### src/rtl/core/ptw_pkg.sv
`timescale 1ns / 1ps
// ptw_pkg: shared types, codes and constants of the page table walker.
// No dependencies; imported by every module of the walker.
package ptw_pkg;

   localparam int unsigned QUEUE_DEPTH = 2;

   localparam logic CMD_START = 1'b0;
   localparam logic CMD_DATA  = 1'b1;

   localparam logic KIND_READ = 1'b0;
   localparam logic KIND_DONE = 1'b1;

   localparam logic [31:0] PDPT_ROOT_MASK  = 32'hFFFF_FFE0;
   localparam logic [31:0] DIR_ROOT_MASK   = 32'hFFFF_F000;

   // One classified item in the queue between front and back.
   // Start: payload = {root_base, virt_addr}. Data: payload = read_data.
   typedef struct packed {
      logic        is_start;
      logic [63:0] payload;
   } qent_type;

endpackage

### src/rtl/core/ptw_if.sv
`timescale 1ns / 1ps
// Channel interfaces of the page table walker: request, response, csr write.
// No dependencies.
interface ptw_req_if;
   logic        valid;
   logic        ready;
   logic        cmd;
   logic [31:0] root_base;
   logic [31:0] virt_addr;
   logic [63:0] read_data;
   modport source (output valid, cmd, root_base, virt_addr, read_data, input ready);
   modport sink   (input valid, cmd, root_base, virt_addr, read_data, output ready);
endinterface

interface ptw_rsp_if;
   logic        valid;
   logic        ready;
   logic        result_kind;
   logic [31:0] read_addr;
   logic        read_wide;
   logic [31:0] phys_addr;
   logic        fault;
   modport source (output valid, result_kind, read_addr, read_wide, phys_addr, fault,
                   input ready);
   modport sink   (input valid, result_kind, read_addr, read_wide, phys_addr, fault,
                   output ready);
endinterface

interface ptw_csr_if;
   logic valid;
   logic ready;
   logic pae_mode;
   modport source (output valid, pae_mode, input ready);
   modport sink   (input valid, pae_mode, output ready);
endinterface

### src/rtl/core/x86_page_table_walker.sv
`timescale 1ns / 1ps
// x86_page_table_walker: top level; front queue plus walk engine.
// Depends on ptw_pkg, ptw_if, ptw_front, ptw_back.
//
//   channel | dir | transfer carries
//   --------+-----+-----------------------------------------------------
//   req     | in  | cmd, root_base, virt_addr, read_data
//   rsp     | out | result_kind, read_addr, read_wide, phys_addr, fault
//   csr     | in  | pae_mode
//
// One item per cycle sustained while rsp is ready; a result reaches rsp through the
// queue slot, then the output register in the walk engine.
// Synchronous reset clears mode to classic, the walk to idle and empties the queue.
// A stalled rsp holds the output register; items keep entering until the
// QUEUE_DEPTH-entry queue is full. csr is always ready.
module x86_page_table_walker
   import ptw_pkg::*;
#(
   parameter int unsigned DEPTH = QUEUE_DEPTH
) (
   input  logic      clock,
   input  logic      reset,
   ptw_req_if.sink   req,
   ptw_rsp_if.source rsp,
   ptw_csr_if.sink   csr
);

   logic     head_valid;
   qent_type head;
   logic     head_pop;

   ptw_front #(.DEPTH(DEPTH)) u_front (
      .clock      (clock),
      .reset      (reset),
      .req        (req),
      .head_valid (head_valid),
      .head       (head),
      .head_pop   (head_pop)
   );

   ptw_back u_back (
      .clock      (clock),
      .reset      (reset),
      .csr        (csr),
      .rsp        (rsp),
      .head_valid (head_valid),
      .head       (head),
      .head_pop   (head_pop)
   );

endmodule

### src/rtl/core/ptw_front.sv
`timescale 1ns / 1ps
// ptw_front: accepts request items, classifies start vs. returning data,
// and queues them for the walk engine. Depends on ptw_pkg, ptw_if.
module ptw_front
   import ptw_pkg::*;
#(
   parameter int unsigned DEPTH = QUEUE_DEPTH
) (
   input  logic      clock,
   input  logic      reset,
   ptw_req_if.sink   req,
   output logic      head_valid,
   output qent_type  head,
   input  logic      head_pop
);

   localparam int unsigned PW = $clog2(DEPTH);
   localparam int unsigned CW = $clog2(DEPTH + 1);
   localparam logic [PW-1:0] LAST = PW'(DEPTH - 1);

   qent_type          mem_ff [DEPTH];
   logic [PW-1:0]     wr_ptr_ff, wr_ptr_in;
   logic [PW-1:0]     rd_ptr_ff, rd_ptr_in;
   logic [CW-1:0]     count_ff, count_in;
   logic              push;
   qent_type          entry;

   assign req.ready  = (count_ff != CW'(DEPTH));
   assign push       = req.valid && req.ready;
   assign head_valid = (count_ff != '0);
   assign head       = mem_ff[rd_ptr_ff];

   always_comb begin
      entry.is_start = (req.cmd == CMD_START);
      if (req.cmd == CMD_START) begin
         entry.payload = {req.root_base, req.virt_addr};
      end else begin
         entry.payload = req.read_data;
      end
   end

   always_comb begin
      wr_ptr_in = wr_ptr_ff;
      rd_ptr_in = rd_ptr_ff;
      count_in  = count_ff;
      if (push) begin
         wr_ptr_in = (wr_ptr_ff == LAST) ? '0 : wr_ptr_ff + 1'b1;
      end
      if (head_pop) begin
         rd_ptr_in = (rd_ptr_ff == LAST) ? '0 : rd_ptr_ff + 1'b1;
      end
      if (push && !head_pop) begin
         count_in = count_ff + 1'b1;
      end else if (!push && head_pop) begin
         count_in = count_ff - 1'b1;
      end
   end

   always_ff @(posedge clock) begin
      if (reset) begin
         wr_ptr_ff <= '0;
         rd_ptr_ff <= '0;
         count_ff  <= '0;
      end else begin
         wr_ptr_ff <= wr_ptr_in;
         rd_ptr_ff <= rd_ptr_in;
         count_ff  <= count_in;
      end
   end

   always_ff @(posedge clock) begin
      if (push) begin
         mem_ff[wr_ptr_ff] <= entry;
      end
   end

endmodule

### src/rtl/core/ptw_back.sv
`timescale 1ns / 1ps
// ptw_back: walk engine. Holds mode, phase and address under translation,
// builds the next table read or the final result into an output register.
// Depends on ptw_pkg, ptw_if.
module ptw_back
   import ptw_pkg::*;
(
   input  logic      clock,
   input  logic      reset,
   ptw_csr_if.sink   csr,
   ptw_rsp_if.source rsp,
   input  logic      head_valid,
   input  qent_type  head,
   output logic      head_pop
);

   localparam logic [1:0] PH_IDLE = 2'd0;
   localparam logic [1:0] PH_PDPT = 2'd1;
   localparam logic [1:0] PH_DIR  = 2'd2;
   localparam logic [1:0] PH_TAB  = 2'd3;

   logic        pae_ff;
   logic [1:0]  phase_ff, phase_in;
   logic [31:0] vaddr_ff, vaddr_in;

   logic        out_valid_ff, out_valid_in;
   logic        kind_ff, kind_in;
   logic [31:0] raddr_ff, raddr_in;
   logic        wide_ff, wide_in;
   logic [31:0] paddr_ff, paddr_in;
   logic        fault_ff, fault_in;

   logic        emit;
   logic [31:0] root, va_new, base;
   logic [31:0] entry_lo;

   assign csr.ready = 1'b1;

   assign head_pop = head_valid && (!out_valid_ff || rsp.ready);

   assign root     = head.payload[63:32];
   assign va_new   = head.payload[31:0];
   assign entry_lo = head.payload[31:0];
   // Both modes take the base from bits 31:12 once truncated to 32 bits.
   assign base     = {entry_lo[31:12], 12'h000};

   always_comb begin
      phase_in = phase_ff;
      vaddr_in = vaddr_ff;
      emit     = 1'b0;
      kind_in  = KIND_READ;
      raddr_in = '0;
      wide_in  = 1'b0;
      paddr_in = '0;
      fault_in = 1'b0;
      if (head.is_start) begin
         emit     = 1'b1;
         vaddr_in = va_new;
         wide_in  = pae_ff;
         if (pae_ff) begin
            phase_in = PH_PDPT;
            raddr_in = (root & PDPT_ROOT_MASK) + {27'd0, va_new[31:30], 3'b000};
         end else begin
            phase_in = PH_DIR;
            raddr_in = (root & DIR_ROOT_MASK) + {20'd0, va_new[31:22], 2'b00};
         end
      end else if (phase_ff != PH_IDLE) begin
         emit = 1'b1;
         if (!entry_lo[0]) begin
            phase_in = PH_IDLE;
            kind_in  = KIND_DONE;
            fault_in = 1'b1;
         end else begin
            case (phase_ff)
               PH_PDPT, PH_DIR: begin
                  if (phase_ff == PH_PDPT && pae_ff) begin
                     phase_in = PH_DIR;
                     wide_in  = 1'b1;
                     raddr_in = base + {20'd0, vaddr_ff[29:21], 3'b000};
                  end else if (entry_lo[7]) begin
                     // large page
                     phase_in = PH_IDLE;
                     kind_in  = KIND_DONE;
                     paddr_in = pae_ff ? {entry_lo[31:21], vaddr_ff[20:0]}
                                       : {entry_lo[31:22], vaddr_ff[21:0]};
                  end else begin
                     phase_in = PH_TAB;
                     wide_in  = pae_ff;
                     raddr_in = pae_ff ? base + {20'd0, vaddr_ff[20:12], 3'b000}
                                       : base + {20'd0, vaddr_ff[21:12], 2'b00};
                  end
               end
               default: begin
                  phase_in = PH_IDLE;
                  kind_in  = KIND_DONE;
                  paddr_in = {entry_lo[31:12], vaddr_ff[11:0]};
               end
            endcase
         end
      end
   end

   always_comb begin
      out_valid_in = out_valid_ff;
      if (head_pop && emit) begin
         out_valid_in = 1'b1;
      end else if (rsp.ready) begin
         out_valid_in = 1'b0;
      end
   end

   always_ff @(posedge clock) begin
      if (reset) begin
         pae_ff       <= 1'b0;
         phase_ff     <= PH_IDLE;
         vaddr_ff     <= '0;
         out_valid_ff <= 1'b0;
      end else begin
         if (csr.valid) begin
            pae_ff <= csr.pae_mode;
         end
         if (head_pop) begin
            phase_ff <= phase_in;
            vaddr_ff <= vaddr_in;
         end
         out_valid_ff <= out_valid_in;
      end
   end

   always_ff @(posedge clock) begin
      if (head_pop && emit) begin
         kind_ff  <= kind_in;
         raddr_ff <= raddr_in;
         wide_ff  <= wide_in;
         paddr_ff <= paddr_in;
         fault_ff <= fault_in;
      end
   end

   assign rsp.valid       = out_valid_ff;
   assign rsp.result_kind = kind_ff;
   assign rsp.read_addr   = raddr_ff;
   assign rsp.read_wide   = wide_ff;
   assign rsp.phys_addr   = paddr_ff;
   assign rsp.fault       = fault_ff;

endmodule

### src/flat_wrapper.sv
// flat-port wrapper written by rule: the top's interface ports become plain ports
module x86_page_table_walker_flat import ptw_pkg::*;
#(
   parameter int unsigned DEPTH = QUEUE_DEPTH
)
  (clock, reset, req_valid, req_cmd, req_root_base, req_virt_addr, req_read_data, req_ready, rsp_valid, rsp_result_kind, rsp_read_addr, rsp_read_wide, rsp_phys_addr, rsp_fault, rsp_ready, csr_valid, csr_pae_mode, csr_ready);
  ptw_req_if req_i ();
  ptw_rsp_if rsp_i ();
  ptw_csr_if csr_i ();
  input  logic clock;
  input  logic reset;
  input wire logic [$bits(req_i.valid)-1:0] req_valid;
  input wire logic [$bits(req_i.cmd)-1:0] req_cmd;
  input wire logic [$bits(req_i.root_base)-1:0] req_root_base;
  input wire logic [$bits(req_i.virt_addr)-1:0] req_virt_addr;
  input wire logic [$bits(req_i.read_data)-1:0] req_read_data;
  output wire logic [$bits(req_i.ready)-1:0] req_ready;
  output wire logic [$bits(rsp_i.valid)-1:0] rsp_valid;
  output wire logic [$bits(rsp_i.result_kind)-1:0] rsp_result_kind;
  output wire logic [$bits(rsp_i.read_addr)-1:0] rsp_read_addr;
  output wire logic [$bits(rsp_i.read_wide)-1:0] rsp_read_wide;
  output wire logic [$bits(rsp_i.phys_addr)-1:0] rsp_phys_addr;
  output wire logic [$bits(rsp_i.fault)-1:0] rsp_fault;
  input wire logic [$bits(rsp_i.ready)-1:0] rsp_ready;
  input wire logic [$bits(csr_i.valid)-1:0] csr_valid;
  input wire logic [$bits(csr_i.pae_mode)-1:0] csr_pae_mode;
  output wire logic [$bits(csr_i.ready)-1:0] csr_ready;
  assign req_i.valid = req_valid;
  assign req_i.cmd = req_cmd;
  assign req_i.root_base = req_root_base;
  assign req_i.virt_addr = req_virt_addr;
  assign req_i.read_data = req_read_data;
  assign req_ready = req_i.ready;
  assign rsp_valid = rsp_i.valid;
  assign rsp_result_kind = rsp_i.result_kind;
  assign rsp_read_addr = rsp_i.read_addr;
  assign rsp_read_wide = rsp_i.read_wide;
  assign rsp_phys_addr = rsp_i.phys_addr;
  assign rsp_fault = rsp_i.fault;
  assign rsp_i.ready = rsp_ready;
  assign csr_i.valid = csr_valid;
  assign csr_i.pae_mode = csr_pae_mode;
  assign csr_ready = csr_i.ready;
  x86_page_table_walker #(.DEPTH(DEPTH)) u_core (.clock(clock), .reset(reset), .req(req_i), .rsp(rsp_i), .csr(csr_i));
endmodule
### config.mk
export PLATFORM = sky130hd
export DESIGN_NAME = x86_page_table_walker_flat
export DESIGN_NICKNAME = d
export VERILOG_FILES = /design/src/rtl/core/ptw_pkg.sv /design/src/rtl/core/ptw_if.sv /design/src/rtl/core/x86_page_table_walker.sv /design/src/rtl/core/ptw_front.sv /design/src/rtl/core/ptw_back.sv /design/src/flat_wrapper.sv
export SDC_FILE = /design/constraint.sdc
export NUM_CORES = 1
export LEC_CHECK = 0
export BUFFER_PORTS_ARGS = -buffer_cell sky130_fd_sc_hd__buf_2
export CAP_MARGIN = 20
export CORE_UTILIZATION = 56
export CTS_BUF_LIST = sky130_fd_sc_hd__clkbuf_4
export DETAILED_ROUTE_END_ITERATION = 8
export PLACE_DENSITY = 0.82
export SKIP_CTS_REPAIR_TIMING = 1
export SYNTH_ARGS = -nofsm -noshare
export SYNTH_HDL_FRONTEND = slang
export SYNTH_SLANG_ARGS = --single-unit
### constraint.sdc
create_clock -name clock -period 6.3 [get_ports clock]
set_input_delay 1.575 -clock clock [delete_from_list [all_inputs] [get_ports clock]]
set_output_delay 1.575 -clock clock [all_outputs]
set_load 0.03 [all_outputs]
==> reports/metrics.csv <==
metric,value,unit
syn_area,0.00930,sq mm
grt_pass1_wl,30800,um
rsz0062_at_grt,false,
seq_area_frac_synth,68.1,%
clk_path_buf_depth,3,
vias,6160,
firstDrtPassIters,7,
overflow,0,
layoutNonFillerInstCount,1116,
h-tree-depth,2,
final_nets,994,
avgSynthCellArea,14.4,sq um
path_class,reg2reg,
worstPathMaxFanout,47,
cp_common_cell,buf_4,
synth_edf_count,185,
io_pins,205,
drive_gt1_share,41.2,%
slowest_stage,or3b_1,
area_delta_synth_final,19.7,%
portBuffers,191,
crit_arrival,3.70,ns
clkLatencyLatePin,0.66,ns
drv_slew,0,
irDropWorstVdd,0.261,mV
drc_errors,0,
worstReg2RegEnd,u_core.u_back.rsp.read_addr[29],
hold_violations,0,
met3_length,1860,um
min_from,u_core.u_back.vaddr_ff[11],
hpwlAfterDp,13400,um
die_x,131,um
setup_viol,0,
dieArea,0.0171,sq mm
globalplace.congestion,0.778,
row_count,46,
maxCapViolations,0,
max_freq,0.299,GHz
finalCriticalPeriod,3.35,ns
rr_worst_depth,6,
cp.required,6.65,ns
post-route-util,69.4,%
worstMarginPinSlew,0.973,ns
synth_top_area_share,59.7,%
synth_seq_cells,224,
synthArstFlopShare,0,%
ys_types,42,
layout_common_cells,"buf_2 (191), edfxtp_1 (185), clkbuf_4 (82), nor2_1 (78), mux2_2 (66)",
core_area,0.0161,sq mm
crit_chain,"buf_4, mux2i_1, buf_4, a21oi_1, or3b_1, o21ai_0",
met2_length,10100,um
clock_skew,0.0536,ns
cts.sink_count,224,
placed_cells,1015,
ant_nets,0,
synth_ff_type,edfxtp_1,
yosys-top-cells-area,"edfxtp_1 (60%), dfxtp_1 (8.4%), mux2_2 (8.0%)",
yosysWarnings,0,
routedWlPerCell,18.5,um
die_h,131,um
hold_class,reg2reg,
wl_met1,8070,um
clockRootBuffer,clkbuf_4,
initial_utilization,57.9,%
cp_slowest_stage_delay,0.80,ns
finalCritPeriodShare,53.2,%
worstHoldPathCells,2,
synth_top_area_cell,edfxtp_1,
r2r_setup_slack,2.95,ns
startpoint_type,flop,
status,"complete, no violations",
maxSlewHeadroom,34.8,%
post_drt_via_cell_ratio,5.52,
final_common_cell,buf_2,
grt_pass1_vias,6028,
numCtsBuffers,54,
cts.reportedPaths.clkPinSlew,0.06,ns
hold_path_end,u_core.u_back.vaddr_ff[11],
grt_usage,24.4,%
synth_cells,646,
leakagePower,4.24,nW
p_per_area,466,mW/mm^2
cts_tree,done,
drt_iter0_drc,551,
fillers,1155,
tns,0,ns
grt_max_degree,63,
top_layer,met4,
end_kind,flop,
routed_wl,20600,um
antenna_found_initial,1,
[cell usage after synthesis, types with 7 or more instances]
master,number
dfxtp_1,39
o211a_1,7
and2_1,13
o32ai_2,8
nand2_1,17
mux2i_1,36
o21ai_0,21
a211oi_1,31
a31oi_1,9
clkbuf_1,32
a22oi_1,20
buf_2,7
mux2_2,66
a21oi_1,23
edfxtp_1,185
nor2_1,79
[metrics by stage]
| step | setup WS [ns] | instance area, sq um | hold WS, ns | total power (W) |
|---|---|---|---|---|
| 4_1_cts | 3.07 | 11100 | 0.498 | 0.00520 |
| 6_report | 2.95 | 11100 | 0.494 | 0.00519 |
| 5_1_grt | 2.84 | 11100 | 0.526 | 0.00545 |
| 2_1_floorplan | 1.42 | 9300 | 0.472 | 0.00351 |
| 3_3_place_gp | 3.10 | 10400 | 0.484 | 0.00393 |
| 3_5_place_dp | 3.02 | 10400 | 0.489 | 0.00401 |
[power breakdown]
part | switching (W) | total [W] | internal, W
Combinational | 0.00120 | 0.00171 | 0.000505
Sequential | 0.000167 | 0.00230 | 0.00213
Clock | 0.000547 | 0.00118 | 0.000635
[kinds of logic after synthesis]
kind of cell	count (synthesis)	synth area share, %
compound gates	131	10.4
xor+xnor	4	0.377
fa+ha+maj	3	0.404
simple gates	126	6.09
flops	224	68.1
buf+inv	53	2.52
mux	103	12.0
other cells	2	0.0808
[how the worst max path moves through the flow]
stage | from | end | cells after the start
2_1_floorplan | rsp_ready | u_core.u_back.phase_ff[0] | 4
4_1_cts | flop | u_core.u_back.rsp.read_addr[31] | 6
3_5_place_dp | flop | u_core.u_back.rsp.read_addr[23] | 6
3_3_place_gp | req_valid | u_core.u_front.mem_ff[0][45] | 4
6_report | flop | u_core.u_back.rsp.read_addr[29] | 6
5_1_grt | flop | u_core.u_back.rsp.read_addr[29] | 6
[layout make-up]
class / count / area (sq um) / area share, %
clock inverter: 16 / 88.8 / 0.798
sequential: 224 / 6340 / 56.9
clock buffer: 82 / 616 / 5.53
tap: 216 / 270 / 2.43
multi-input combinational: 370 / 2760 / 24.8
timing repair buffer: 201 / 1040 / 9.32
inverter: 5 / 18.8 / 0.169
antenna: 2 / 5.00 / 0.0449
[state kept, by name, summed over array words and instances, names as in the netlist, 2 cells and up, named ones only]
register	cells
u_core.u_back.vaddr_ff	30
u_core.u_front.count_ff	2
u_core.u_back.rsp.phys_addr	32
u_core.u_back.rsp.read_addr	30
u_core.u_back.phase_ff	2
u_core.u_front.mem_ff	120
[layer usage]
| layer | up-vias | global-route usage (%) |
|---|---|---|
| met5 | - | 0 |
| met4 | 0 | 11.9 |
| met3 | 44 | 6.31 |
| met2 | 313 | 39.0 |
| met1 | 2883 | 31.3 |
| li1 | 2920 | - |
[critical path, delay by kind of cell (launching register included)]
kind            cells  cell delay [ns]
flops               1             0.31
buf+inv             2             0.84
simple gates        1             0.80
mux                 1             0.17
compound gates      2             0.92
(Power assumes the default switching activity.)
